## src/hw/rtl/gimbal_target_pd_controller_macros.svh

```systemverilog
// Assertion macros shared by the gimbal target PD controller RTL.
`ifndef GIMBAL_TARGET_PD_CONTROLLER_MACROS_SVH
`define GIMBAL_TARGET_PD_CONTROLLER_MACROS_SVH

// Property checked at every clock edge outside reset.
`define GTPD_ASSERT(lbl, prop, msg) \
  lbl: assert property (@(posedge clk_i) disable iff (!rst_ni) prop) else $error(msg);

// Antecedent in one cycle implies consequent in the next cycle.
`define GTPD_ASSERT_NEXT(lbl, ante, cons, msg) \
  lbl: assert property (@(posedge clk_i) disable iff (!rst_ni) (ante) |=> (cons)) else $error(msg);

`endif

```

## src/hw/rtl/gtpd_pkg.sv

```systemverilog
// Shared types, constants and helper functions of the gimbal target PD controller.
package gtpd_pkg;

  // CORDIC limits and angle constants.
  localparam int unsigned STEPS_MAX  = 24;
  localparam int unsigned ATAN_IDX_W = 5;
  localparam logic signed [35:0] PI_Q30 = 36'sd3373259426;
  localparam logic [31:0] ATAN_Q30 [STEPS_MAX] = '{
    32'd843314856, 32'd497837829, 32'd263043836, 32'd133525158,
    32'd67021686,  32'd33543515,  32'd16775850,  32'd8388437,
    32'd4194282,   32'd2097149,   32'd1048575,   32'd524287,
    32'd262143,    32'd131071,    32'd65535,     32'd32767,
    32'd16383,     32'd8191,      32'd4095,      32'd2047,
    32'd1023,      32'd511,       32'd255,       32'd127
  };

  // Angle limits in Q3.13.
  localparam logic signed [18:0] YAW_LIM   = 19'sd25736;
  localparam logic signed [18:0] PITCH_LIM = 19'sd12868;

  // Index of the last square root iteration for a 60 bit radicand.
  localparam logic [4:0] SQRT_LAST = 5'd29;

  // Division by 1000 through a reciprocal: q = (n * DIV_RECIP) >>> 38.
  localparam logic signed [31:0] DIV_RECIP = 32'sd274877907;
  localparam logic signed [31:0] DIV_CONST = 32'sd1000;

  // Configuration register indexes.
  typedef enum logic [2:0] {
    CFG_YAW_SMOOTH   = 3'd0,
    CFG_PITCH_SMOOTH = 3'd1,
    CFG_TARGET_DIST  = 3'd2,
    CFG_DIST_KP      = 3'd3,
    CFG_DIST_KD      = 3'd4,
    CFG_YAW_KP       = 3'd5,
    CFG_YAW_KD       = 3'd6
  } cfg_idx_e;

  // Sequencer steps of the shared multiply-accumulate datapath.
  typedef enum logic [4:0] {
    STEP_SQ0     = 5'd0,
    STEP_SQ1     = 5'd1,
    STEP_SQ2     = 5'd2,
    STEP_SQ3     = 5'd3,
    STEP_PLP_A   = 5'd4,
    STEP_PLP_B   = 5'd5,
    STEP_YLP_A   = 5'd6,
    STEP_YLP_B   = 5'd7,
    STEP_DIV_MUL = 5'd8,
    STEP_DIV_Q   = 5'd9,
    STEP_DIV_FIX = 5'd10,
    STEP_SPD_P   = 5'd11,
    STEP_SPD_D   = 5'd12,
    STEP_TRN_P   = 5'd13,
    STEP_TRN_D   = 5'd14,
    STEP_TRN_ACC = 5'd15,
    STEP_FINISH  = 5'd16
  } step_e;

  // Commands from the controller to the datapath.
  typedef struct packed {
    logic  load;
    logic  step_en;
    step_e step;
    logic  start_yaw;
    logic  take_yaw;
    logic  start_pitch;
    logic  take_pitch;
    logic  commit;
  } cmd_t;

  // Status from the datapath to the controller.
  typedef struct packed {
    logic depth_zero;
    logic cordic_busy;
    logic sqrt_busy;
  } status_t;

  // Saturate a wide signed value to 24 bits.
  function automatic logic [23:0] sat24(input logic signed [63:0] v);
    logic [23:0] r;
    if (v > 64'sd8388607) begin
      r = 24'h7FFFFF;
    end else if (v < -64'sd8388608) begin
      r = 24'h800000;
    end else begin
      r = v[23:0];
    end
    return r;
  endfunction

endpackage

```

## src/hw/rtl/gtpd_ctrl.sv

```systemverilog
// Controller state machine: input and output handshakes and step sequencing.
`include "gimbal_target_pd_controller_macros.svh"

module gtpd_ctrl (
  input  logic              clk_i,
  input  logic              rst_ni,
  input  logic              in_valid_i,
  output logic              in_ready_o,
  output logic              out_valid_o,
  input  logic              out_ready_i,
  input  gtpd_pkg::status_t status_i,
  output gtpd_pkg::cmd_t    cmd_o
);

  typedef enum logic [4:0] {
    S_IDLE  = 5'b00001,
    S_PREP  = 5'b00010,
    S_YAW   = 5'b00100,
    S_PITCH = 5'b01000,
    S_POST  = 5'b10000
  } state_e;

  state_e          state_q, state_d;
  gtpd_pkg::step_e step_q, step_d;
  logic            out_valid_q, out_valid_d;
  logic            in_xfer;
  logic            slot_free;

  assign in_ready_o = (state_q == S_IDLE);
  assign in_xfer    = in_valid_i && in_ready_o;
  assign slot_free  = !out_valid_q || out_ready_i;

  // Next state and command decode.
  always_comb begin
    state_d     = state_q;
    step_d      = step_q;
    cmd_o       = '0;
    cmd_o.step  = step_q;
    unique case (state_q)
      S_IDLE: begin
        if (in_xfer) begin
          cmd_o.load = 1'b1;
          state_d    = S_PREP;
          step_d     = gtpd_pkg::STEP_SQ0;
        end
      end
      S_PREP: begin
        cmd_o.step_en = 1'b1;
        if (step_q == gtpd_pkg::STEP_SQ0 && status_i.depth_zero) begin
          state_d = S_POST;
          step_d  = gtpd_pkg::STEP_PLP_A;
        end else if (step_q == gtpd_pkg::STEP_SQ3) begin
          cmd_o.start_yaw = 1'b1;
          state_d         = S_YAW;
        end else begin
          step_d = gtpd_pkg::step_e'(step_q + 5'd1);
        end
      end
      S_YAW: begin
        if (!status_i.cordic_busy && !status_i.sqrt_busy) begin
          cmd_o.take_yaw    = 1'b1;
          cmd_o.start_pitch = 1'b1;
          state_d           = S_PITCH;
        end
      end
      S_PITCH: begin
        if (!status_i.cordic_busy) begin
          cmd_o.take_pitch = 1'b1;
          state_d          = S_POST;
          step_d           = gtpd_pkg::STEP_PLP_A;
        end
      end
      S_POST: begin
        if (step_q == gtpd_pkg::STEP_FINISH) begin
          if (slot_free) begin
            cmd_o.step_en = 1'b1;
            cmd_o.commit  = 1'b1;
            state_d       = S_IDLE;
          end
        end else begin
          cmd_o.step_en = 1'b1;
          step_d        = gtpd_pkg::step_e'(step_q + 5'd1);
        end
      end
      default: state_d = S_IDLE;
    endcase
  end

  // Result valid flag: set on commit, cleared by an output transfer.
  always_comb begin
    out_valid_d = out_valid_q;
    if (cmd_o.commit) begin
      out_valid_d = 1'b1;
    end else if (out_ready_i) begin
      out_valid_d = 1'b0;
    end
  end

  always_ff @(posedge clk_i or negedge rst_ni) begin
    if (!rst_ni) begin
      state_q     <= S_IDLE;
      step_q      <= gtpd_pkg::STEP_SQ0;
      out_valid_q <= 1'b0;
    end else begin
      state_q     <= state_d;
      step_q      <= step_d;
      out_valid_q <= out_valid_d;
    end
  end

  assign out_valid_o = out_valid_q;

  `GTPD_ASSERT(a_commit_slot, cmd_o.commit |-> (!out_valid_q || out_ready_i), "commit overwrote a pending result")
  `GTPD_ASSERT(a_valid_rise, $rose(out_valid_q) |-> $past(cmd_o.commit), "result valid without commit")
  `GTPD_ASSERT_NEXT(a_accept_busy, in_xfer, state_q == S_PREP, "accepted item did not start work")
  `GTPD_ASSERT_NEXT(a_pitch_start, cmd_o.start_pitch, state_q == S_PITCH, "pitch angle not awaited")

endmodule
```

## config.mk

```make
export PLATFORM = sky130hd
export DESIGN_NAME = gtpd_ctrl
export DESIGN_NICKNAME = d
export VERILOG_FILES = /design/src/hw/rtl/gtpd_pkg.sv /design/src/hw/rtl/gtpd_ctrl.sv
export VERILOG_INCLUDE_DIRS = /design/src /design/src/hw/rtl
export SDC_FILE = /design/constraint.sdc
export NUM_CORES = 1
export LEC_CHECK = 0
export ABC_AREA = 1
export BUFFER_PORTS_ARGS = -buffer_cell sky130_fd_sc_hd__buf_2
export CORE_MARGIN = 8
export CORE_UTILIZATION = 51
export CTS_BUF_LIST = sky130_fd_sc_hd__clkbuf_16
export DETAILED_ROUTE_END_ITERATION = 6
export GPL_TIMING_DRIVEN = 1
export PLACE_DENSITY = 0.77
export SYNTH_ARGS = -nofsm -noshare
export SYNTH_HDL_FRONTEND = slang
export SYNTH_SLANG_ARGS = --single-unit
```

## constraint.sdc

```tcl
create_clock -name clk_i -period 1.7 [get_ports clk_i]
set_input_delay 0.51 -clock clk_i [delete_from_list [all_inputs] [get_ports clk_i]]
set_output_delay 0.51 -clock clk_i [all_outputs]
set_load 0.05 [all_outputs]
```

## After elaboration in Yosys (flattened, before gate mapping)

Cells that the tools add are included.

- Add/subtract/negate cells: 1
- Eq/ne operators: 15
- Mux-type cells: 30
- Reduce and logical (&&, ||, !) cells: 12

Operators with widths:

| operator | number |
|---|---|
| 2-to-1 mux 5 bit | 12 |
| one-hot mux 5 bit (5 select lines) | 1 |
| one-hot mux 5 bit (4 select lines) | 1 |
| 2-to-1 mux 1 bit | 13 |
| == test 5 x 2 -> 1 bit (second input constant) | 2 |
| == test 5 bit (second input constant) | 2 |
| != test 2 bit (second input constant) | 5 |
| != test 3 bit (second input constant) | 2 |
| AND reduction 6 bit | 1 |
| adder 5 x 1 -> 5 bit (second input constant) | 1 |
| == test 5 x 1 -> 1 bit (second input constant) | 1 |
| == test 5 x 3 -> 1 bit (second input constant) | 1 |
| == test 5 x 4 -> 1 bit (second input constant) | 1 |
| logical NOT 5 bit | 1 |
| AND reduction 5 bit | 1 |
| 2-to-1 mux 2 bit | 2 |
| nonzero test 4 bit | 1 |
| logical AND 1 bit | 3 |
| logical NOT 1 bit | 3 |
| != test 2 x 1 -> 1 bit (second input constant) | 1 |
| one-hot mux 1 bit (2 select lines) | 1 |
| nonzero test 2 bit | 1 |
| logical OR 1 bit | 1 |

- Bits in registers: 11
- Logic and storage cells: 61

## Logic depth before layout (Yosys ltp)

Gate-level depths: netlist (run 1).

- Depth after elaboration: 6
- Depth in mapped cells: 10
- Mapped depth without buffers: 10

## Least setup slack after synthesis (run 1)

OpenSTA, ideal clock, no wires.

- Kind: flip-flop to output port
- Start: register step_q[0]
- End: output port cmd_o[10] (netlist name)
- Arrival: 2207 ps
- Data required time: 1190 ps
- Setup slack: -1017 ps
- Stages on the path, launching flop included: 6
- Buffers on the path: 0
- Cells stage by stage: dfrtp_1 > inv_1 > ha_1 > nand2_1 > nor3_1 > o21ai_0

RTL lines:

| item | line | source |
|---|---|---|
| start, declared | gtpd_ctrl.sv:24 | `gtpd_pkg::step_e step_q, step_d;` |
| start signal, assigned | gtpd_ctrl.sv:102 | `step_q <= gtpd_pkg::STEP_SQ0;` |
| start signal, assigned | gtpd_ctrl.sv:106 | `step_q <= step_d;` |
| end, declared | gtpd_ctrl.sv:12 | `output gtpd_pkg::cmd_t cmd_o` |

==> results of run 1 <==
==> state kept, by name, summed over array words and instances, names as in the netlist <==
signal,count
state_q,5
step_q,5
out_valid_o,1
==> final cells by class <==
type	instances	area, um2
multi-input combinational	90	606
clock inverter	1	3.75
inverter	21	82.6
timing repair buffer	47	364
clock buffer	3	75.1
fill	53	88.8
tap	16	20.0
sequential	11	284
==> per-layer routing <==
| layer | track usage (%) | part of all wire [%] | up-vias | wire length [um] |
|---|---|---|---|---|
| li1 | - | - | 492 | - |
| met1 | 23.8 | 32 | 563 | 1480 |
| met2 | 37.9 | 47 | 127 | 2170 |
| met3 | 5.84 | 12 | 57 | 554 |
| met4 | 15.8 | 8.3 | 0 | 380 |
| met5 | 0 | 0 | - | 0 |
==> layout by cell type (no fill, tap or decap), types with 3 or more instances in the layout <==
master	instances
nor2_1	8
buf_4	26
nand4_1	3
clkbuf_16	3
buf_2	12
nand2_4	3
nand2_2	3
dfrtp_2	6
dfrtp_1	4
inv_2	5
inv_1	16
nor2_4	8
nand2_1	29
o21ai_0	3
nor2_2	5
nand3_1	12
buf_6	7
==> worst reg2reg max path: stages (launching register included) <==
cell and delay, ps:
dfrtp_1 380, buf_4 150, nor2_1 170, nand3_2 140, buf_4 160, buf_4 130, nand2_2 90, nor2_2 60
nor2_4 160, nand2_2 130, nand2_1 110, nand2_1 70
==> report_power, final <==
part           internal (uW)  switching [uW]  total [uW]  leakage, uW
sequential               329            78.7         408     0.000139
combinational            465             914        1380     0.000588
clock                    309             121         430    0.0000423
==> cells by family (layout without fill, tap and decap cells) <==
logic type | Yosys count | in the layout | share of synthesized area [%]
and+or+nand+nor | 78 | 78 | 45.1
buffers and inverters | 23 | 72 | 11.2
DFF | 11 | 11 | 33.1
AOI/OAI and AO/OA | 7 | 7 | 4.49
xor gates and xnor gates | 3 | 3 | 3.14
adders and majority gates | 2 | 2 | 2.99
==> worst paths after layout <==
check / from / end / slack [ps] / cells past startpoint
min in group clk_i: in_valid_i / state_q[1] / 610 / 3
worst max-delay path: step_q[3] / cmd_o[0] / -320 / 6
worst min-delay path: rst_ni / step_q[1] / 150 / 1
worst max register to register: state_q[4] / step_q[4] / -170 / 11
worst min register to register: step_q[0] / step_q[0] / 650 / 3
max in group asynchronous: rst_ni / state_q[0] / 1270 / 1
==> timing repair <==
item / CTS / global route
cloned: 0 / 0
pin swaps: 4 / 5
endpoints found under the setup margin: 8 / 14
resized for setup: 25 / 9
buffers inserted: 6 / 1
==> through the flow <==
step / utilization (%) / total power, uW / hold WS [ps]
2_1_floorplan: - / 1130 / 214
3_3_place_gp: 77.3 / 1420 / 391
3_5_place_dp: 77.3 / 1450 / 402
4_1_cts: 91.5 / 2020 / 153
5_1_grt: 94.2 / 2270 / 161
6_report: 94.2 / 2220 / 146
==> reports/metrics.yaml, run 1 <==
outcome: "complete, but fails checks"
violations: "setup timing"
setup_ws_ps: -320
wl_per_cell_um: 24.3
io_pins: 21
clk_pin_slew_ps: 40
path_cells: "nor2_4 -> nand2_4 -> nor2_4 -> nand2_4 -> nor2_4 -> buf_8"
routabilityCongestion: 0.878
grt-ovfl-total: 0
die_x_um: 56.5
core_mm2: 0.00152
end_kind: "output port"
die_y_um: 56.5
pre_cts_ws_ps: -106
critical_path_class: "reg -> out"
clock_path_buffers: 2
clk_latency_ps: 240
arrival_ps: 1510
finalCriticalPeriod_ps: 2020
drive_above_1_share_pct: 52.6
placed_cell_area_mm2: 0.00118
ir_drop_v: 0.00115
async_reset_ff_share_pct: 100
placementRows: 14
cap_violations: 0
post-place-cells: 178
via_per_inst: 6.56
final.setup.tns_ps: -2820
worst-path-buf-inv: 1
firstDrtPassIters: 7
port_buffers: 20
synth_top_area_share_pct: 29.9
yosys_warnings: 0
rsz0062_at_grt: "true"
synth_ff_type: "dfrtp_1"
numCtsBuffers: 3
grt_pass1_wl_um: 5730
max_clock_freq_ghz: 0.495
cp_slowest_cell: "dfrtp_2"
critPathMaxFanout: 4
synth_edf_count: 0
start_util_pct: 54.8
syn_area_um2: 836
period_share_pct: 119
clockRootBuffer: "clkbuf_16"
hold_viol: 0
critical-path-max-stage-delay_ps: 450
grt_max_degree: 12
grt_antenna_before_repair: 0
syn_nets: 133
syn2layout_area_growth_pct: 71.7
cts.hold.buffers_added: 0
drc: 0
vias: 1239
cp_common_cell: "nor2_4"
finalNetCount: 183
drt_wl_total_um: 4590
yosys-top-cells-count: "32 x nand2_1, 18 x inv_1, 15 x nand3_1, 14 x nor2_1, 10 x dfrtp_1"
setup_viol: 17
initialDrtViolationCount: 101
grt_pass1_vias: 1169
grtUsageTotal_pct: 22.6
ys_types: 21
synth.most_common_cell: "nand2_1"
fin_area_mm2: 0.00144
syn_inst: 124
tightest_slew_ps: 301
p_leak_uw: 0.000769
start_kind: "flop"
power-per-cell-area_mw_per_mm2: 1540
fin_skew_ps: 4.06
crit_family: "simple AND/OR/NAND/NOR gates"
ys_seq_elements: 11
antenna_left: 0
synth_top_area_cell: "dfrtp_1"
maxSlewViolCount: 0
clock-sinks: 11
tritoncts: "done"
hp-class: "in -> async"
final_cells: 189
seq_area_frac_synth_pct: 33.1
cp_data_required_time_ps: 1190
slew_headroom_pct: 79.8
antenna_cells: 0
syn_avg_cell_area_um2: 6.74
post-dp-hpwl_um: 1880
yosys-top-cells-area: "dfrtp_1 30%, nand2_1 14%, nand3_1 9.0%"
dieArea_mm2: 0.00319
htreeDepth: 1
(Power assumes the default switching activity.)
==> run 2: changes to the inputs <==
Settings changed: RECOVER_POWER from default to 100.
==> run 2 against run 1 <==
The run still ends with setup timing left. Largest power group unchanged. Register-to-register slack lost 20 ps. Combinational power is essentially flat. Final area shrank 0.44%. Via count shrank 0.16%. Worst setup slack gained 3.1 ps. Critical path depth is the same. Clock skew grew 0.90 ps. Critical endpoint unchanged. Utilization shrank 0.41 points. Power is essentially flat.
==> reports/metrics.yaml, run 2 (synthesized netlist as in run 1, its figures left out) <==
cp_data_required_time_ps: 1190  # about the same
multi_input_area_um2: 601  # was 606 um2
maxSlewViolCount: 0  # unchanged
cp_common_cell: "nor2_4"  # unchanged
fin_skew_ps: 4.96  # was 4.06 ps
path_cells: "nor2_4 -> nand2_4 -> nor2_4 -> nand2_4 -> nor2_4 -> buf_8"  # unchanged
start_util_pct: 54.8  # unchanged
core_mm2: 0.00152  # unchanged
worst-path-buf-inv: 1  # unchanged
ir_drop_v: 0.00116  # was 0.00115 V
clockRootBuffer: "clkbuf_16"  # unchanged
io_pins: 21  # unchanged
final.setup.tns_ps: -2990  # was -2820 ps
outcome: "complete, but fails checks"  # unchanged
setup_ws_ps: -317  # was -320 ps
via_per_inst: 6.54  # was 6.56
placementRows: 14  # unchanged
setup_viol: 16  # was 17
layout_common_cells: "29 x nand2_1, 26 x buf_4, 16 x inv_1"  # unchanged
firstDrtPassIters: 5  # was 7
die_x_um: 56.5  # unchanged
finalNetCount: 183  # unchanged
routabilityCongestion: 0.878  # unchanged
grt_pass1_vias: 1169  # unchanged
final_common_cell: "nand2_1"  # unchanged
arrival_ps: 1510  # about the same
dieArea_mm2: 0.00319  # unchanged
critical-path-max-stage-delay_ps: 450  # about the same
port_buffers: 20  # unchanged
clock-sinks: 11  # unchanged
power_switching_uw: 1120  # was 1110 uW
max_clock_freq_ghz: 0.496  # was 0.495 GHz
post-place-cells: 178  # unchanged
vias: 1237  # was 1239
tightest_slew_ps: 678  # was 301 ps
start_kind: "flop"  # unchanged
initialDrtViolationCount: 100  # was 101
critical_path_class: "reg -> out"  # unchanged
pwr-share-comb_pct: 62.1  # was 62.2%
cp_slowest_cell: "dfrtp_2"  # unchanged
wl_per_cell_um: 24.2  # was 24.3 um
post-dp-hpwl_um: 1880  # unchanged
switching_share_pct: 50.5  # was 50.2%
period_share_pct: 119  # about the same
drt_wl_total_um: 4580  # was 4590 um
hp-class: "in -> async"  # unchanged
slew_headroom_pct: 54.8  # was 79.8%
nFillCells: 55  # was 53
syn2layout_area_growth_pct: 71.0  # was 71.7%
hold_viol: 0  # unchanged
clock_path_buffers: 2  # unchanged
htreeDepth: 1  # unchanged
end_kind: "output port"  # unchanged
cap_violations: 0  # unchanged
p_clk_share_pct: 19.6  # was 19.4%
regArea_um2: 284  # unchanged
finalCriticalPeriod_ps: 2020  # about the same
p_int_uw: 1100  # about the same
die_y_um: 56.5  # unchanged
power-per-cell-area_mw_per_mm2: 1550  # was 1540 mW/mm2
grt_antenna_before_repair: 0  # unchanged
clk_latency_ps: 240  # about the same
rsz0062_at_grt: "true"  # unchanged
grt-ovfl-total: 0  # unchanged
grt_max_degree: 12  # unchanged
drc: 0  # unchanged
violations: "setup timing"  # unchanged
crit_family: "simple AND/OR/NAND/NOR gates"  # unchanged
antenna_cells: 0  # unchanged
critPathMaxFanout: 4  # unchanged
antenna_left: 0  # unchanged
tritoncts: "done"  # unchanged
cts.hold.buffers_added: 0  # unchanged
regToRegSetupSlack_ps: -190  # was -170 ps
p_leak_uw: 0.000763  # was 0.000769 uW
grt_pass1_wl_um: 5730  # unchanged
numCtsBuffers: 3  # unchanged
grtUsageTotal_pct: 22.6  # unchanged
clk_pin_slew_ps: 50  # was 40 ps
drive_above_1_share_pct: 51.4  # was 52.6%
seqPwrFrac_pct: 18.3  # was 18.4%
final_cells: 189  # unchanged
==> run 2: cell count changes in the layout (fill, tap and decap cells not counted) <==
cell,previous run,this run
nand3_1,12,13
buf_2,12,11
nand3_2,2,1
clkbuf_1,0,1
==> run 2: final timing paths <==
kind	to	cells past startpoint	start
setup / recovery	cmd_o[0]	6	step_q[3]
hold / removal	step_q[1]	1	rst_ni
setup reg to reg	step_q[4]	11	state_q[4]
hold reg to reg	step_q[0]	3	step_q[0]
max in group asynchronous	step_q[4]	1	rst_ni
min in group clk_i	state_q[1]	3	in_valid_i
==> run 2: repair_timing <==
action                     in CTS  in global routing
resized for setup              25                  9
buffers inserted                6                  1
setup endpoints to repair       8                 14
pin swaps                       4                  5
==> run 2: per-layer routing <==
layer | global-route usage, % | up-vias | routed length [um]
met5 | 0 | - | 0
met4 | 15.8 | 0 | 330
met3 | 5.84 | 43 | 551
met2 | 37.9 | 129 | 2190
met1 | 23.8 | 576 | 1510
li1 | - | 489 | -
==> run 2: metrics by stage <==
stage / setup WS [ps] / area, um2 / utilization (%) / power [uW] / hold WS (ps)
final: -317 / 1430 / 93.8 / 2220 / 281
after CTS: -231 / 1390 / 91.5 / 2020 / 153
after global placement: -74.4 / 1180 / 77.3 / 1420 / 391
after detailed placement: -106 / 1180 / 77.3 / 1450 / 402
after global routing: -331 / 1430 / 93.8 / 2260 / 328
after floorplan: -306 / 927 / - / 1130 / 214
==> run 2: power groups by stage <==
stage	logic (uW)	registers, uW	clock network [uW]
2_1_floorplan	713	418	0
3_3_place_gp	1030	387	0
3_5_place_dp	1060	394	0
4_1_cts	1200	389	428
5_1_grt	1410	404	440
6_report	1380	406	434
==> run 2: worst reg2reg max path: cells and delay by family, from the launching register on <==
family	cells	cell delay, ps
AND/OR/NAND/NOR	8	930
buffers and inverters	3	460
flip-flops	1	380
==> run 2: final cells by class <==
class / count / share of cell area (%)
clock buffer: 3 / 5.25
clock inverter: 1 / 0.263
inverter: 21 / 5.78
multi-input combinational: 90 / 42.0
sequential: 11 / 19.9
tap: 16 / 1.40
timing repair buffer: 47 / 25.4
==> run 3: changes to the inputs <==
Settings changed: BUFFER_PORTS_ARGS -buffer_cell sky130_fd_sc_hd__buf_2 to -buffer_cell sky130_fd_sc_hd__buf_4, CORE_UTILIZATION 51 to 35, PLACE_DENSITY 0.77 to default, TNS_END_PERCENT from default to 30.
==> run 3 against run 2 <==
The run still ends with setup timing left. Count of clock-buffer cells in the layout unchanged. Utilization fell by 30 points. Final area grew 0.35%. Hold slack worse by 23 ps. Combinational power is 14% lower. Worst setup slack improved by 150 ps. Global-route usage shrank 10 points. Die area rose by 32%. Non-clock buffer count is 1 lower. First-iteration DRC count shrank 59%. Cell count rose by 5.8%.
==> reports/metrics.yaml, run 3 (synthesized netlist as in run 1, its figures left out) <==
outcome: "complete, but fails checks"  # unchanged
violations: "setup timing"  # unchanged
fin_skew_ps: 3.66  # was 4.96 ps
placed_cell_area_mm2: 0.00116  # was 0.00118 mm2
dieArea_mm2: 0.00421  # was 0.00319 mm2
syn2layout_area_growth_pct: 71.6  # was 71.0%
numCtsBuffers: 3  # unchanged
critical_path_class: "reg -> out"  # unchanged
io_pins: 21  # unchanged
start_util_pct: 37.4  # was 54.8%
finalNetCount: 182  # was 183
finalCriticalPeriod_ps: 1860  # was 2020 ps
wl_per_cell_um: 12.4  # was 24.2 um
path_depth: 6  # unchanged
cp-endpoint: "cmd_o[4]"  # was cmd_o[0]
final_common_cell: "nand2_1"  # unchanged
tritoncts: "done"  # unchanged
worst-path-buf-inv: 2  # was 1
regToRegSetupSlack_ps: -40  # was -190 ps
firstDrtPassIters: 4  # was 5
ir_drop_v: 0.00120  # was 0.00116 V
hold_viol: 0  # unchanged
p_leak_uw: 0.000763  # about the same
cp_slowest_cell: "dfrtp_1"  # was dfrtp_2
maxSlewViolCount: 0  # unchanged
grt_pass1_vias: 982  # was 1169
path_cells: "nor2_4 -> nand2_2 -> nor2_4 -> nand3_2 -> inv_1 -> buf_6"  # was nor2_4 -> nand2_4 -> nor2_4 -> nand2_4 -> nor2_4 -> buf_8
critPathMaxFanout: 5  # was 4
die_x_um: 64.9  # was 56.5 um
grtUsageTotal_pct: 12.1  # was 22.6%
crit_start: "state_q[2]"  # was step_q[3]
power-per-cell-area_mw_per_mm2: 1400  # was 1550 mW/mm2
setup_viol: 13  # was 16
initialDrtViolationCount: 41  # was 100
drc: 0  # unchanged
antenna_cells: 0  # unchanged
max_clock_freq_ghz: 0.537  # was 0.496 GHz
drive_above_1_share_pct: 49.4  # was 51.4%
cp_common_cell: "nor2_4"  # unchanged
clockRootBuffer: "clkbuf_16"  # unchanged
grt-ovfl-total: 0  # unchanged
pre_cts_ws_ps: -78.6  # was -106 ps
clock-sinks: 11  # unchanged
antenna_left: 0  # unchanged
layout_common_cells: "28 x nand2_1, 27 x buf_4, 16 x inv_1"  # was 29 x nand2_1, 26 x buf_4, 16 x inv_1
hp-class: "in -> async"  # unchanged
worst-r2r-cell-count: 12  # was 11
tightest_slew_ps: 622  # was 678 ps
fin_area_mm2: 0.00143  # about the same
drt_wl_total_um: 2490  # was 4580 um
htreeDepth: 1  # unchanged
grt_max_degree: 12  # unchanged
placementRows: 17  # was 14
r2r-start: "state_q[2]"  # was state_q[4]
cp_data_required_time_ps: 1190  # about the same
clk_latency_ps: 240  # about the same
die_y_um: 64.9  # was 56.5 um
vias: 961  # was 1237
start_kind: "flop"  # unchanged
end_kind: "output port"  # unchanged
crit_family: "simple AND/OR/NAND/NOR gates"  # unchanged
core_mm2: 0.00223  # was 0.00152 mm2
setup_ws_ps: -164  # was -317 ps
via_per_inst: 4.81  # was 6.54
clock_path_buffers: 2  # unchanged
grt_pass1_wl_um: 4260  # was 5730 um
reg2reg_to: "step_q[4]"  # unchanged
rsz0062_at_grt: "true"  # unchanged
cap_violations: 0  # unchanged
slew_headroom_pct: 58.6  # was 54.8%
clk_pin_slew_ps: 40  # was 50 ps
port_buffers: 20  # unchanged
grt_antenna_before_repair: 0  # unchanged
post-dp-hpwl_um: 1820  # was 1880 um
routabilityCongestion: 0.840  # was 0.878
critical-path-max-stage-delay_ps: 410  # was 450 ps
period_share_pct: 110  # was 119%
final.setup.tns_ps: -1210  # was -2990 ps
arrival_ps: 1350  # was 1510 ps
==> run 3: cell type report <==
cell class                 count  area, um2
fill                         200        800
multi-input combinational     90        593
timing repair buffer          46        365
sequential                    11        280
inverter                      21       81.3
clock buffer                   3       75.1
tap                           28       35.0
clock inverter                 1       3.75
==> run 3: worst min-delay path by stage <==
stage | start | endpoint | slack, ps | cells past startpoint
floorplan | rst_ni | out_valid_o | 210 | 0
global placement | rst_ni | step_q[3] | 360 | 1
detailed placement | rst_ni | out_valid_o | 360 | 1
CTS | rst_ni | step_q[2] | 110 | 1
global route | rst_ni | state_q[3] | 350 | 1
finish | rst_ni | out_valid_o | 260 | 1
==> run 3: layer usage <==
metal  GRT usage, %  wire (um)
met5              0          0
met4           1.63         13
met3           2.58         93
met2           23.0       1360
met1           13.8       1020
==> run 3: power breakdown <==
part	internal, uW	switching (uW)
Clock	309	119
Sequential	327	60.2
Combinational	460	735
Total	1100	914
==> run 3: timing repair <==
action | in CTS | in global routing
hold endpoints to repair | 0 | 0
setup endpoints to repair | 8 | 13
buffers inserted | 8 | 1
gates cloned | 0 | 0
pin swaps | 9 | 8
hold buffers | 0 | 0
resized for setup | 26 | 15
==> run 3: metrics by stage <==
step	instances	hold WS (ps)	total power [uW]	utilization, %
finish	200	258	2010	64.2
floorplan	124	214	1100	-
global route	200	346	2150	64.2
CTS	199	106	1970	62.5
detailed placement	187	358	1420	51.9
global placement	187	356	1410	51.9
