`config.mk`:
```
export PLATFORM = sky130hd
export DESIGN_NAME = gtpd_datapath
export DESIGN_NICKNAME = d
export VERILOG_FILES = /design/src/hw/rtl/gimbal_target_pd_controller_macros.svh /design/src/hw/rtl/gtpd_pkg.sv /design/src/hw/rtl/gtpd_cordic.sv /design/src/hw/rtl/gtpd_isqrt.sv /design/src/hw/rtl/gtpd_datapath.sv
export SDC_FILE = /design/constraint.sdc
export NUM_CORES = 2
export LEC_CHECK = 0
export BUFFER_PORTS_ARGS = -buffer_cell sky130_fd_sc_hd__buf_2
export CELL_PAD_IN_SITES_DETAIL_PLACEMENT = 1
export CELL_PAD_IN_SITES_GLOBAL_PLACEMENT = 2
export CORE_MARGIN = 5
export CORE_UTILIZATION = 35
export DETAILED_ROUTE_END_ITERATION = 12
export MAX_ROUTING_LAYER = met4
export PLACE_DENSITY_LB_ADDON = 0.1
export SLEW_MARGIN = 0
export SYNTH_ARGS = -nofsm -noshare
export SYNTH_HDL_FRONTEND = slang
export SYNTH_HIERARCHICAL = 1
export SYNTH_SLANG_ARGS = --single-unit
```
`constraint.sdc`:
```
create_clock -name clk_i -period 12.74 [get_ports clk_i]
set_clock_uncertainty 0.05 [all_clocks]
set_input_delay 1.911 -clock clk_i [delete_from_list [all_inputs] [get_ports clk_i]]
set_output_delay 1.911 -clock clk_i [all_outputs]
set_load 0.03 [all_outputs]
```
`src/hw/rtl/gimbal_target_pd_controller_macros.svh`:
```
// Assertion macros shared by the gimbal target PD controller RTL.
`ifndef GIMBAL_TARGET_PD_CONTROLLER_MACROS_SVH
`define GIMBAL_TARGET_PD_CONTROLLER_MACROS_SVH

// Property checked at every clock edge outside reset.
`define GTPD_ASSERT(lbl, prop, msg) \
  lbl: assert property (@(posedge clk_i) disable iff (!rst_ni) prop) else $error(msg);

// Antecedent in one cycle implies consequent in the next cycle.
`define GTPD_ASSERT_NEXT(lbl, ante, cons, msg) \
  lbl: assert property (@(posedge clk_i) disable iff (!rst_ni) (ante) |=> (cons)) else $error(msg);

`endif

```
`src/hw/rtl/gtpd_pkg.sv`:
```
// Shared types, constants and helper functions of the gimbal target PD controller.
package gtpd_pkg;

  // CORDIC limits and angle constants.
  localparam int unsigned STEPS_MAX  = 24;
  localparam int unsigned ATAN_IDX_W = 5;
  localparam logic signed [35:0] PI_Q30 = 36'sd3373259426;
  localparam logic [31:0] ATAN_Q30 [STEPS_MAX] = '{
    32'd843314856, 32'd497837829, 32'd263043836, 32'd133525158,
    32'd67021686,  32'd33543515,  32'd16775850,  32'd8388437,
    32'd4194282,   32'd2097149,   32'd1048575,   32'd524287,
    32'd262143,    32'd131071,    32'd65535,     32'd32767,
    32'd16383,     32'd8191,      32'd4095,      32'd2047,
    32'd1023,      32'd511,       32'd255,       32'd127
  };

  // Angle limits in Q3.13.
  localparam logic signed [18:0] YAW_LIM   = 19'sd25736;
  localparam logic signed [18:0] PITCH_LIM = 19'sd12868;

  // Index of the last square root iteration for a 60 bit radicand.
  localparam logic [4:0] SQRT_LAST = 5'd29;

  // Division by 1000 through a reciprocal: q = (n * DIV_RECIP) >>> 38.
  localparam logic signed [31:0] DIV_RECIP = 32'sd274877907;
  localparam logic signed [31:0] DIV_CONST = 32'sd1000;

  // Configuration register indexes.
  typedef enum logic [2:0] {
    CFG_YAW_SMOOTH   = 3'd0,
    CFG_PITCH_SMOOTH = 3'd1,
    CFG_TARGET_DIST  = 3'd2,
    CFG_DIST_KP      = 3'd3,
    CFG_DIST_KD      = 3'd4,
    CFG_YAW_KP       = 3'd5,
    CFG_YAW_KD       = 3'd6
  } cfg_idx_e;

  // Sequencer steps of the shared multiply-accumulate datapath.
  typedef enum logic [4:0] {
    STEP_SQ0     = 5'd0,
    STEP_SQ1     = 5'd1,
    STEP_SQ2     = 5'd2,
    STEP_SQ3     = 5'd3,
    STEP_PLP_A   = 5'd4,
    STEP_PLP_B   = 5'd5,
    STEP_YLP_A   = 5'd6,
    STEP_YLP_B   = 5'd7,
    STEP_DIV_MUL = 5'd8,
    STEP_DIV_Q   = 5'd9,
    STEP_DIV_FIX = 5'd10,
    STEP_SPD_P   = 5'd11,
    STEP_SPD_D   = 5'd12,
    STEP_TRN_P   = 5'd13,
    STEP_TRN_D   = 5'd14,
    STEP_TRN_ACC = 5'd15,
    STEP_FINISH  = 5'd16
  } step_e;

  // Commands from the controller to the datapath.
  typedef struct packed {
    logic  load;
    logic  step_en;
    step_e step;
    logic  start_yaw;
    logic  take_yaw;
    logic  start_pitch;
    logic  take_pitch;
    logic  commit;
  } cmd_t;

  // Status from the datapath to the controller.
  typedef struct packed {
    logic depth_zero;
    logic cordic_busy;
    logic sqrt_busy;
  } status_t;

  // Saturate a wide signed value to 24 bits.
  function automatic logic [23:0] sat24(input logic signed [63:0] v);
    logic [23:0] r;
    if (v > 64'sd8388607) begin
      r = 24'h7FFFFF;
    end else if (v < -64'sd8388608) begin
      r = 24'h800000;
    end else begin
      r = v[23:0];
    end
    return r;
  endfunction

endpackage

```
`src/hw/rtl/gtpd_cordic.sv`:
```
// Iterative vectoring CORDIC giving atan2(y, x) in Q3.13 radians.
module gtpd_cordic #(
  parameter int unsigned CORDIC_STEPS = 16
) (
  input  logic               clk_i,
  input  logic               rst_ni,
  input  logic               start_i,
  input  logic signed [33:0] x_i,
  input  logic signed [33:0] y_i,
  output logic               busy_o,
  output logic signed [18:0] angle_o
);

  localparam int unsigned STEP_N = (CORDIC_STEPS < gtpd_pkg::STEPS_MAX) ?
                                   CORDIC_STEPS : gtpd_pkg::STEPS_MAX;
  localparam int unsigned CW = $clog2(STEP_N);
  localparam logic [CW-1:0] LAST = CW'(STEP_N - 1);

  logic               busy_q, busy_d;
  logic [CW-1:0]      cnt_q, cnt_d;
  logic signed [33:0] x_q, x_d, y_q, y_d;
  logic signed [35:0] z_q, z_d;
  logic signed [33:0] dx, dy;
  logic signed [35:0] atan_v;
  logic signed [35:0] z_rnd;

  // One micro-rotation per cycle; operands are latched on start.
  always_comb begin
    dx     = x_q >>> cnt_q;
    dy     = y_q >>> cnt_q;
    atan_v = signed'({4'b0, gtpd_pkg::ATAN_Q30[gtpd_pkg::ATAN_IDX_W'(cnt_q)]});
    busy_d = busy_q;
    cnt_d  = cnt_q;
    x_d    = x_q;
    y_d    = y_q;
    z_d    = z_q;
    if (start_i) begin
      cnt_d = '0;
      if (x_i == '0 && y_i == '0) begin
        busy_d = 1'b0;
        z_d    = '0;
      end else if (x_i < 0) begin
        busy_d = 1'b1;
        x_d    = -x_i;
        y_d    = -y_i;
        z_d    = (y_i >= 0) ? gtpd_pkg::PI_Q30 : -gtpd_pkg::PI_Q30;
      end else begin
        busy_d = 1'b1;
        x_d    = x_i;
        y_d    = y_i;
        z_d    = '0;
      end
    end else if (busy_q) begin
      if (!y_q[33]) begin
        x_d = x_q + dy;
        y_d = y_q - dx;
        z_d = z_q + atan_v;
      end else begin
        x_d = x_q - dy;
        y_d = y_q + dx;
        z_d = z_q - atan_v;
      end
      if (cnt_q == LAST) begin
        busy_d = 1'b0;
      end else begin
        cnt_d = cnt_q + CW'(1);
      end
    end
  end

  // Control state is reset; the rotation registers are payload.
  always_ff @(posedge clk_i or negedge rst_ni) begin
    if (!rst_ni) begin
      busy_q <= 1'b0;
      cnt_q  <= '0;
    end else begin
      busy_q <= busy_d;
      cnt_q  <= cnt_d;
    end
  end

  always_ff @(posedge clk_i) begin
    x_q <= x_d;
    y_q <= y_d;
    z_q <= z_d;
  end

  // Round the Q30 angle to Q3.13.
  assign z_rnd   = z_q + 36'sd65536;
  assign angle_o = z_rnd[35:17];
  assign busy_o  = busy_q;

endmodule

```
`src/hw/rtl/gtpd_isqrt.sv`:
```
// Iterative integer square root of a 60 bit radicand, two radicand bits per cycle.
module gtpd_isqrt (
  input  logic        clk_i,
  input  logic        rst_ni,
  input  logic        start_i,
  input  logic [59:0] rad_i,
  output logic        busy_o,
  output logic [30:0] root_o
);

  logic        busy_q, busy_d;
  logic [4:0]  cnt_q, cnt_d;
  logic [59:0] v_q, v_d;
  logic [60:0] r_q, r_d;
  logic [59:0] b_q, b_d;
  logic [60:0] trial;

  // Restoring digit-by-digit root: one result bit per cycle.
  always_comb begin
    trial  = r_q + {1'b0, b_q};
    busy_d = busy_q;
    cnt_d  = cnt_q;
    v_d    = v_q;
    r_d    = r_q;
    b_d    = b_q;
    if (start_i) begin
      busy_d = 1'b1;
      cnt_d  = '0;
      v_d    = rad_i;
      r_d    = '0;
      b_d    = 60'd1 << 58;
    end else if (busy_q) begin
      if ({1'b0, v_q} >= trial) begin
        v_d = v_q - trial[59:0];
        r_d = (r_q >> 1) + {1'b0, b_q};
      end else begin
        r_d = r_q >> 1;
      end
      b_d = b_q >> 2;
      if (cnt_q == gtpd_pkg::SQRT_LAST) begin
        busy_d = 1'b0;
      end else begin
        cnt_d = cnt_q + 5'd1;
      end
    end
  end

  always_ff @(posedge clk_i or negedge rst_ni) begin
    if (!rst_ni) begin
      busy_q <= 1'b0;
      cnt_q  <= '0;
    end else begin
      busy_q <= busy_d;
      cnt_q  <= cnt_d;
    end
  end

  always_ff @(posedge clk_i) begin
    v_q <= v_d;
    r_q <= r_d;
    b_q <= b_d;
  end

  assign busy_o = busy_q;
  assign root_o = r_q[30:0];

endmodule

```
`src/hw/rtl/gtpd_datapath.sv`:
```
// Datapath: configuration registers, angle units, shared multiply-accumulate and state.
module gtpd_datapath #(
  parameter int unsigned CORDIC_STEPS = 16
) (
  input  logic                clk_i,
  input  logic                rst_ni,
  input  gtpd_pkg::cmd_t      cmd_i,
  output gtpd_pkg::status_t   status_o,
  input  logic [47:0]         in_data_i,
  input  logic                cfg_valid_i,
  input  logic [2:0]          cfg_index_i,
  input  logic [15:0]         cfg_data_i,
  output logic [63:0]         out_data_o
);

  // Configuration registers.
  logic [15:0]        yaw_a_q, pitch_a_q;
  logic [14:0]        target_q;
  logic signed [15:0] dist_kp_q, dist_kd_q, yaw_kp_q, yaw_kd_q;

  // Per-item operands.
  logic signed [16:0] t0_q, t1_q;
  logic [15:0]        t2_mag_q;
  logic               zero_q;
  logic signed [15:0] yaw_raw_q, pitch_raw_q;

  // Controller state carried between items.
  logic signed [15:0] yaw_f_q, pitch_f_q;
  logic signed [23:0] last_de_q;
  logic signed [15:0] last_ye_q;

  // Multiply-accumulate and intermediate results.
  logic signed [31:0] mul_a, mul_b;
  logic signed [63:0] prod_d, prod_q, acc_q;
  logic signed [31:0] quo_q;
  logic signed [23:0] de_q;
  logic [23:0]        speed_q;

  // Output register.
  logic [23:0]        out_speed_q, out_turn_q;
  logic [13:0]        out_pitch_q;

  // Input decoding.
  logic signed [16:0] cx_ext, cy_ext, cz_ext, t2_val;
  logic signed [16:0] t0_new;
  logic               zero_new;

  // Unit connections.
  logic               cordic_start, cordic_busy, sqrt_busy;
  logic signed [33:0] cordic_x, cordic_y;
  logic signed [18:0] cordic_angle;
  logic [30:0]        sqrt_root;

  // Arithmetic helpers.
  logic signed [31:0] dist_n;
  logic signed [31:0] rem;
  logic signed [24:0] de_diff;
  logic signed [16:0] ye_diff;
  logic signed [15:0] yaw_clamped, pitch_clamped;
  logic signed [63:0] spd_shift, trn_shift;

  // Configuration writes; unknown indexes are dropped.
  always_ff @(posedge clk_i or negedge rst_ni) begin
    if (!rst_ni) begin
      yaw_a_q   <= 16'd58982;
      pitch_a_q <= 16'd58982;
      target_q  <= 15'd1000;
      dist_kp_q <= '0;
      dist_kd_q <= '0;
      yaw_kp_q  <= '0;
      yaw_kd_q  <= '0;
    end else if (cfg_valid_i) begin
      unique case (cfg_index_i)
        gtpd_pkg::CFG_YAW_SMOOTH:   yaw_a_q   <= cfg_data_i;
        gtpd_pkg::CFG_PITCH_SMOOTH: pitch_a_q <= cfg_data_i;
        gtpd_pkg::CFG_TARGET_DIST:  target_q  <= cfg_data_i[14:0];
        gtpd_pkg::CFG_DIST_KP:      dist_kp_q <= cfg_data_i;
        gtpd_pkg::CFG_DIST_KD:      dist_kd_q <= cfg_data_i;
        gtpd_pkg::CFG_YAW_KP:       yaw_kp_q  <= cfg_data_i;
        gtpd_pkg::CFG_YAW_KD:       yaw_kd_q  <= cfg_data_i;
        default: ;
      endcase
    end
  end

  // Camera to gimbal frame: T = (z+100, -x, -y-260); without depth the first term is the target.
  assign cx_ext   = {in_data_i[15], in_data_i[15:0]};
  assign cy_ext   = {in_data_i[31], in_data_i[31:16]};
  assign cz_ext   = {in_data_i[47], in_data_i[47:32]};
  assign zero_new = (in_data_i[47:32] == 16'd0);
  assign t2_val   = -cy_ext - 17'sd260;
  assign t0_new   = zero_new ? signed'({2'b00, target_q}) : cz_ext + 17'sd100;

  // Angle units.
  assign cordic_start = cmd_i.start_yaw | cmd_i.start_pitch;
  assign cordic_x = cmd_i.start_pitch ? signed'({3'b000, sqrt_root})
                                      : 34'(t0_q) <<< 14;
  assign cordic_y = cmd_i.start_pitch ? signed'({4'b0000, t2_mag_q, 14'd0})
                                      : 34'(t1_q) <<< 14;

  gtpd_cordic #(
    .CORDIC_STEPS(CORDIC_STEPS)
  ) u_cordic (
    .clk_i  (clk_i),
    .rst_ni (rst_ni),
    .start_i(cordic_start),
    .x_i    (cordic_x),
    .y_i    (cordic_y),
    .busy_o (cordic_busy),
    .angle_o(cordic_angle)
  );

  gtpd_isqrt u_isqrt (
    .clk_i  (clk_i),
    .rst_ni (rst_ni),
    .start_i(cmd_i.start_yaw),
    .rad_i  ({acc_q[31:0], 28'd0}),
    .busy_o (sqrt_busy),
    .root_o (sqrt_root)
  );

  // Clamp the raw angles.
  always_comb begin
    if (cordic_angle > gtpd_pkg::YAW_LIM) begin
      yaw_clamped = gtpd_pkg::YAW_LIM[15:0];
    end else if (cordic_angle < -gtpd_pkg::YAW_LIM) begin
      yaw_clamped = 16'(-gtpd_pkg::YAW_LIM);
    end else begin
      yaw_clamped = cordic_angle[15:0];
    end
    if (cordic_angle > gtpd_pkg::PITCH_LIM) begin
      pitch_clamped = gtpd_pkg::PITCH_LIM[15:0];
    end else if (cordic_angle < 0) begin
      pitch_clamped = '0;
    end else begin
      pitch_clamped = cordic_angle[15:0];
    end
  end

  // Distance error numerator and PD differences.
  assign dist_n  = ((32'(t0_q) - 32'(signed'({2'b00, target_q}))) <<< 12) + 32'sd500;
  assign rem     = dist_n - ((quo_q <<< 10) - (quo_q <<< 4) - (quo_q <<< 3));
  assign de_diff = 25'(de_q) - 25'(last_de_q);
  assign ye_diff = 17'(yaw_f_q) - 17'(last_ye_q);

  // Operand selection of the shared multiplier.
  always_comb begin
    mul_a = '0;
    mul_b = '0;
    case (cmd_i.step)
      gtpd_pkg::STEP_SQ0: begin
        mul_a = 32'(t0_q);
        mul_b = 32'(t0_q);
      end
      gtpd_pkg::STEP_SQ1: begin
        mul_a = 32'(t1_q);
        mul_b = 32'(t1_q);
      end
      gtpd_pkg::STEP_PLP_A: begin
        mul_a = signed'({16'd0, pitch_a_q});
        mul_b = 32'(pitch_f_q);
      end
      gtpd_pkg::STEP_PLP_B: begin
        mul_a = signed'({15'd0, 17'h10000 - {1'b0, pitch_a_q}});
        mul_b = 32'(pitch_raw_q);
      end
      gtpd_pkg::STEP_YLP_A: begin
        mul_a = signed'({16'd0, yaw_a_q});
        mul_b = 32'(yaw_f_q);
      end
      gtpd_pkg::STEP_YLP_B: begin
        mul_a = signed'({15'd0, 17'h10000 - {1'b0, yaw_a_q}});
        mul_b = 32'(yaw_raw_q);
      end
      gtpd_pkg::STEP_DIV_MUL: begin
        mul_a = dist_n;
        mul_b = gtpd_pkg::DIV_RECIP;
      end
      gtpd_pkg::STEP_SPD_P: begin
        mul_a = 32'(dist_kp_q);
        mul_b = 32'(de_q);
      end
      gtpd_pkg::STEP_SPD_D: begin
        mul_a = 32'(dist_kd_q);
        mul_b = 32'(de_diff);
      end
      gtpd_pkg::STEP_TRN_P: begin
        mul_a = 32'(yaw_kp_q);
        mul_b = 32'(yaw_f_q);
      end
      gtpd_pkg::STEP_TRN_D: begin
        mul_a = 32'(yaw_kd_q);
        mul_b = 32'(ye_diff);
      end
      default: ;
    endcase
  end

  assign prod_d    = mul_a * mul_b;
  assign spd_shift = acc_q >>> 8;
  assign trn_shift = acc_q >>> 9;

  // Product register.
  always_ff @(posedge clk_i) begin
    prod_q <= prod_d;
  end

  // Operand capture and accumulator sequencing.
  always_ff @(posedge clk_i) begin
    if (cmd_i.load) begin
      t0_q        <= t0_new;
      t1_q        <= -cx_ext;
      t2_mag_q    <= t2_val[16] ? 16'(-t2_val) : t2_val[15:0];
      zero_q      <= zero_new;
      yaw_raw_q   <= '0;
      pitch_raw_q <= '0;
    end
    if (cmd_i.take_yaw) begin
      yaw_raw_q <= yaw_clamped;
    end
    if (cmd_i.take_pitch) begin
      pitch_raw_q <= pitch_clamped;
    end
    if (cmd_i.step_en) begin
      case (cmd_i.step)
        gtpd_pkg::STEP_SQ1:     acc_q <= prod_q;
        gtpd_pkg::STEP_SQ2:     acc_q <= acc_q + prod_q;
        gtpd_pkg::STEP_PLP_B:   acc_q <= prod_q + 64'sd32768;
        gtpd_pkg::STEP_YLP_A:   acc_q <= acc_q + prod_q;
        gtpd_pkg::STEP_YLP_B:   acc_q <= prod_q + 64'sd32768;
        gtpd_pkg::STEP_DIV_MUL: acc_q <= acc_q + prod_q;
        gtpd_pkg::STEP_DIV_Q:   quo_q <= 32'(prod_q >>> 38);
        gtpd_pkg::STEP_DIV_FIX: begin
          if (rem < 0) begin
            de_q <= 24'(quo_q - 32'sd1);
          end else if (rem >= gtpd_pkg::DIV_CONST) begin
            de_q <= 24'(quo_q + 32'sd1);
          end else begin
            de_q <= 24'(quo_q);
          end
        end
        gtpd_pkg::STEP_SPD_D:   acc_q <= prod_q + 64'sd128;
        gtpd_pkg::STEP_TRN_P:   acc_q <= acc_q + prod_q;
        gtpd_pkg::STEP_TRN_D: begin
          speed_q <= gtpd_pkg::sat24(spd_shift);
          acc_q   <= prod_q + 64'sd256;
        end
        gtpd_pkg::STEP_TRN_ACC: acc_q <= acc_q + prod_q;
        default: ;
      endcase
    end
  end

  // Filter and PD state.
  always_ff @(posedge clk_i or negedge rst_ni) begin
    if (!rst_ni) begin
      pitch_f_q <= '0;
      yaw_f_q   <= '0;
      last_de_q <= '0;
      last_ye_q <= '0;
    end else if (cmd_i.step_en) begin
      if (cmd_i.step == gtpd_pkg::STEP_YLP_B) begin
        pitch_f_q <= acc_q[31:16];
      end
      if (cmd_i.step == gtpd_pkg::STEP_DIV_Q) begin
        yaw_f_q <= acc_q[31:16];
      end
      if (cmd_i.commit) begin
        last_de_q <= de_q;
        last_ye_q <= yaw_f_q;
      end
    end
  end

  // Result register, loaded on commit.
  always_ff @(posedge clk_i) begin
    if (cmd_i.commit) begin
      out_speed_q <= speed_q;
      out_pitch_q <= pitch_f_q[13:0];
      out_turn_q  <= gtpd_pkg::sat24(trn_shift);
    end
  end

  assign out_data_o = {2'b00, out_turn_q, out_pitch_q, out_speed_q};

  assign status_o.depth_zero  = zero_q;
  assign status_o.cordic_busy = cordic_busy;
  assign status_o.sqrt_busy   = sqrt_busy;

endmodule

```
Word-level counts from Yosys, hierarchy flattened

Memories as Yosys holds them, arrays and structs flattened.
Index checks and enable logic that the tools add are counted.

$add $sub $neg: 34
Multipliers: 1
Order comparisons: 14
Equal/unequal tests: 25
Shifts and indexed selects: 2
Muxes and demuxes: 53
Bitwise logic cells: 2
Reductions and logical operators: 33

Operators with widths:

| cell                   | number |
|---|---|
| $mux 34                | 12 |
| $pmux 32 s11           | 1 |
| $pmux 32 s10           | 1 |
| $pmux 64 s5            | 1 |
| $mux 36                | 6 |
| $mux 60                | 3 |
| $mux 16                | 8 |
| $mux 24                | 4 |
| $add 34x34->34         | 2 |
| $logic_not 34->1       | 2 |
| $neg 34->34            | 2 |
| $sshr 34x4->34         | 2 |
| $sub 34x34->34         | 2 |
| $add 64x10->64 const B | 1 |
| $add 64x17->64 const B | 1 |
| $add 64x64->64         | 1 |
| $add 64x9->64 const B  | 1 |
| $mul 32x32->64         | 1 |
| $mux 32                | 2 |
| $add 60x59->61         | 1 |
| $add 61x59->61         | 1 |
| $ge 60x61->1           | 1 |
| $mux 61                | 1 |
| $sub 60x60->60         | 1 |
| other kinds (57)       | 106 |

Bits in registers: 796
Bits in read-only memories: 1,024
Bits of input ports: 82
Output and inout port bits: 67
Word-level logic and storage cells: 202
Memories: 1

Memories:

| name            | words | width | rd ports | clocked after memory_dff | wr ports | RTL line          | source |
|---|---|---|---|---|---|---|---|
| (no name shown) | 32    | 32    | 1        | 0                        | 0        | gtpd_cordic.sv:31 | `atan_v = signed'({4'b0, gtpd_pkg::ATAN_Q30[gtpd_pkg::ATAN_IDX_W'(cnt_q)]});` |

Depth between registers and ports, before layout

Depth in word-level cells: 8
Depth in mapped cells: 44
Mapped depth without buffers: 42

Hierarchy

Netlist, hierarchy kept.

By module, submodules not included:

| module        | times used | cells an instance | area each (um^2) |
|---|---|---|---|
| gtpd_datapath | 1          | 7,314             | 68,195.4 |
| gtpd_cordic   | 1          | 2,027             | 16,942.5 |
| gtpd_isqrt    | 1          | 1,805             | 14,463.9 |

Worst setup path after synthesis

No wires, ideal clock.

Path type: input to register
Start: input port cmd_i[5] (netlist bit)
End: register prod_q[58]
Setup time: 127 ps
Arrival time: 11,906 ps
Setup slack: 658 ps
Stages on the path: 38
Path through: nor2b_1 buf_2 nand3_1 buf_2 buf_1 mux2i_1 ha_1 nand2_1 nor4_1 xnor2_1 nor2_1 or3_1 and4_1 clkbuf_1 nor2_1 fa_1 fa_1 fa_1 [2 not listed] fa_1 fa_1 inv_1 fa_1 inv_1 ha_1 clkbuf_1 a21oi_1 o21ai_0 a21oi_1 o21ai_0 a21o_1 a221o_1 o41ai_2 nor2_1 a311oi_1 o21ai_0 xor2_1

Cells in the longest elaborated chain, start to end: 4
Elaborated cells between the ends (all ways): 15
Classes of those cells: 1 x mul; 10 x eq/ne; 2 x mux; 2 x reduce/logical

RTL lines:

| what                                     | RTL line             | source |
|---|---|---|
| start: declaration                       | gtpd_datapath.sv:7   | `input gtpd_pkg::cmd_t cmd_i,` |
| $eq 5x4->1 or $eq 5x3->1 (tied branches) | gtpd_datapath.sv:150 | `case (cmd_i.step)` |
| $reduce_or 2->1 (no line)                | -                    |  |
| $pmux 32 s10                             | gtpd_datapath.sv:150 |  |
| $mul 32x32->64 (*)                       | gtpd_datapath.sv:199 | `assign prod_d = mul_a * mul_b;` |
| named net prod_d[58]                     | gtpd_datapath.sv:34  | `logic signed [63:0] prod_d, prod_q, acc_q;` |
| end signal: assignment                   | gtpd_datapath.sv:205 | `prod_q <= prod_d;` |
| end: declaration                         | gtpd_datapath.sv:34  |  |

Mark *: on every way through the listed nets, which the timed path passes. The rest lies on a longest branch.
A chain may end at the register's enable or synchronous reset.

Worst setup path in the final report

Start: input port cmd_i[6] (netlist bit)
End: register prod_q[58]

Same word-level chain as after synthesis.

==> impl_metrics.json <==
{
  "status": "completed",
  "die_y_um": 543,
  "crit_fanout": 18,
  "fin_area_um2": 110000,
  "hold_depth": 0,
  "grt_max_degree": 84,
  "final_layout_size_suffix_gt1_frac": 0.106,
  "grt_overflow": 0,
  "relSlewSlack": 0.0616,
  "start_util": 0.352,
  "r2r_cells": 42,
  "hold_violations": 0,
  "hp-class": "register to register",
  "synthToLayoutAreaGrowth_pct": 10.9,
  "hold_buffers": 0,
  "avgRoutedWirePerCell_um": 26.8,
  "async_flop_share": 0.244,
  "cts_max_level": 3,
  "fin_crit_sh": 0.957,
  "worst_pin_slew_ps": 1410,
  "syn_avg_cell_area_um2": 8.94,
  "fin_setup_tns_ps": 0,
  "synth.top_cell.area_share": 0.213,
  "vdd_drop_max_uv": 151,
  "grt_pass1_wl_um": 607000,
  "cts.repair.resized": 0,
  "finalSetupViolations": 0,
  "power_density_nw_per_um2": 184,
  "viasPerCell": 5.55,
  "required_ps": 13370,
  "design.core.area_um2": 283000,
  "finalNetCount": 13100,
  "rsz0062_at_grt": "false",
  "gp_congestion": 0.945,
  "yosysMostFrequentCell": "inv_1",
  "synth_area_leaders": "fa_1 21%, edfxtp_1 13%, ha_1 7.6%",
  "crit_top_cell": "fa_1",
  "startpoint_type": "primary input",
  "numPortBuffers": 146,
  "vias": 84200,
  "total_power_mw": 20.4,
  "grt_pass1_vias": 90200,
  "maxSlewViolCount": 0,
  "synth_commonest_cells": "1450 x inv_1, 1310 x nand2_1, 1058 x fa_1",
  "syn_area_um2": 99600,
  "row_count": 195,
  "ys_seq_elements": 796,
  "yosys.area.top_type": "fa_1",
  "postRouteAntennaNets": 0,
  "period_minus_slack_ps": 12190,
  "cts_root_buf": "clkbuf_16",
  "syn_inst": 11100,
  "dieArea_um2": 295000,
  "track_usage": 0.280,
  "drt-total-wl_um": 407000,
  "cts_tree": "yes",
  "finalWorstSetupSlack_ps": 554,
  "clk_pin_slew_ps": 60,
  "ys_types": 130,
  "min_from": "speed_q[6]$_SDFFCE_PN1P_",
  "cts_setup_buffers": 0,
  "synth_edf_count": 447,
  "drc": 0,
  "die_w_um": 543,
  "rr_startpoint": "de_q[0]$_DFFE_PP_",
  "dr.pass1.iters": 6,
  "p_leak_nw": 49.2,
  "worstSetupPathType": "primary input to register",
  "cts-buffers-inserted": 108,
  "dpl_cell_area_um2": 107000,
  "critPathLaunch": "cmd_i[6]",
  "antenna_found_initial": 43,
  "drtIter0Drc": 5352,
  "cts_sinks": 796,
  "end_kind": "register",
  "critPathMaxStageDelay_ps": 550,
  "clk_path_buf_depth": 3,
  "synthFlopType": "edfxtp_1",
  "ios": 149,
  "insertion_delay_ps": 770,
  "fmax_mhz": 82.1,
  "place_ws_ps": -173,
  "ys_seq_area_frac": 0.215,
  "drv_cap": 0,
  "ys_warn_count": 6,
  "crit_arrival_ps": 12820,
  "hpwl_um": 328000,
  "worst_path_max_delay_cell": "fa_1"
}
worst max-delay path, delay by kind of cell:
kind,cells,cell delay [ps]
simple gates,11,2350
mux,1,210
xor+xnor,2,280
buf+inv,9,1140
fa+ha+maj,10,4640
compound gates,8,2190
cells in the final DEF, fill, tap and decap left out, drive strengths merged, types with 242 or more instances in the layout:
cell type  count
o21ai        594
ha           608
nand2       1310
a21oi        544
inv         1463
edfxtp       447
fa          1058
mux2         242
xnor2        421
nor2         838
buf          511
registers in the layout, indices dropped and copies added, names as in the netlist, 17 cells and up:
signal	cells
last_de_q	24
speed_q	24
t1_q	17
u_isqrt/r_q	61
de_q	24
out_turn_q	24
t0_q	17
u_cordic/x_q	34
u_cordic/z_q	36
acc_q	64
u_cordic/y_q	34
u_isqrt/v_q	60
quo_q	26
prod_q	64
out_speed_q	24
u_isqrt/b_q	30
final timing paths:
path | end | slack, ps
setup / recovery | prod_q[58]$_DFF_P_ | 550
hold / removal | out_speed_q[6]$_DFFE_PP_ | 370
setup reg to reg | prod_q[61]$_DFF_P_ | 560
hold reg to reg | out_speed_q[6]$_DFFE_PP_ | 370
max in group asynchronous | u_cordic/cnt_q[1]$_DFFE_PN0P_ | 9320
min in group asynchronous | last_ye_q[7]$_DFFE_PN0P_ | 1120
cell type report:
type | count | area, µm²
flip-flops and latches | 796 | 21400
clock buffers | 140 | 3110
multi-input cells | 8449 | 71000
well taps | 3743 | 4680
clock inverters | 66 | 771
repair buffers | 511 | 3980
inverters | 1456 | 5470
fillers | 32800 | 172000
diodes | 25 | 62.6
logic make-up (layout without fill, tap and decap cells):
| family | after synthesis | in the layout | synth area share |
|---|---|---|---|
| AND/OR/NAND/NOR | 3279 | 3279 | 0.151 |
| AO/OA/AOI/OAI | 2310 | 2310 | 0.151 |
| buffers and inverters | 1982 | 2173 | 0.0794 |
| adder cells (fa/ha/maj) | 1666 | 1666 | 0.289 |
| flip-flops | 796 | 796 | 0.215 |
| XOR/XNOR | 656 | 656 | 0.0579 |
| multiplexers | 456 | 456 | 0.0564 |
| other | 1 | 107 | 0.0000376 |
layer usage:
layer	part of all wire	GRT usage	wire, µm
met5	0	-	0
met4	0.036	0.0837	14600
met3	0.039	0.0289	15900
met2	0.49	0.473	200000
met1	0.44	0.356	177000
per-stage QoR:
step,std cells,util,hold slack (ps)
finish,15200,0.391,372
global route,15200,0.391,378
CTS,15200,0.390,370
detailed placement,15000,0.377,356
global placement,15000,0.377,351
floorplan,11200,-,350
where the power goes:
group	leakage (nW)	switching [mW]	total, mW	internal (mW)
clock	1.88	1.42	3.37	1.95
combinational	39.2	7.84	12.7	4.87
sequential	8.11	0.796	4.29	3.49
total	49.2	10.0	20.4	10.3
No activity file was read; power rests on OpenSTA's default activity.
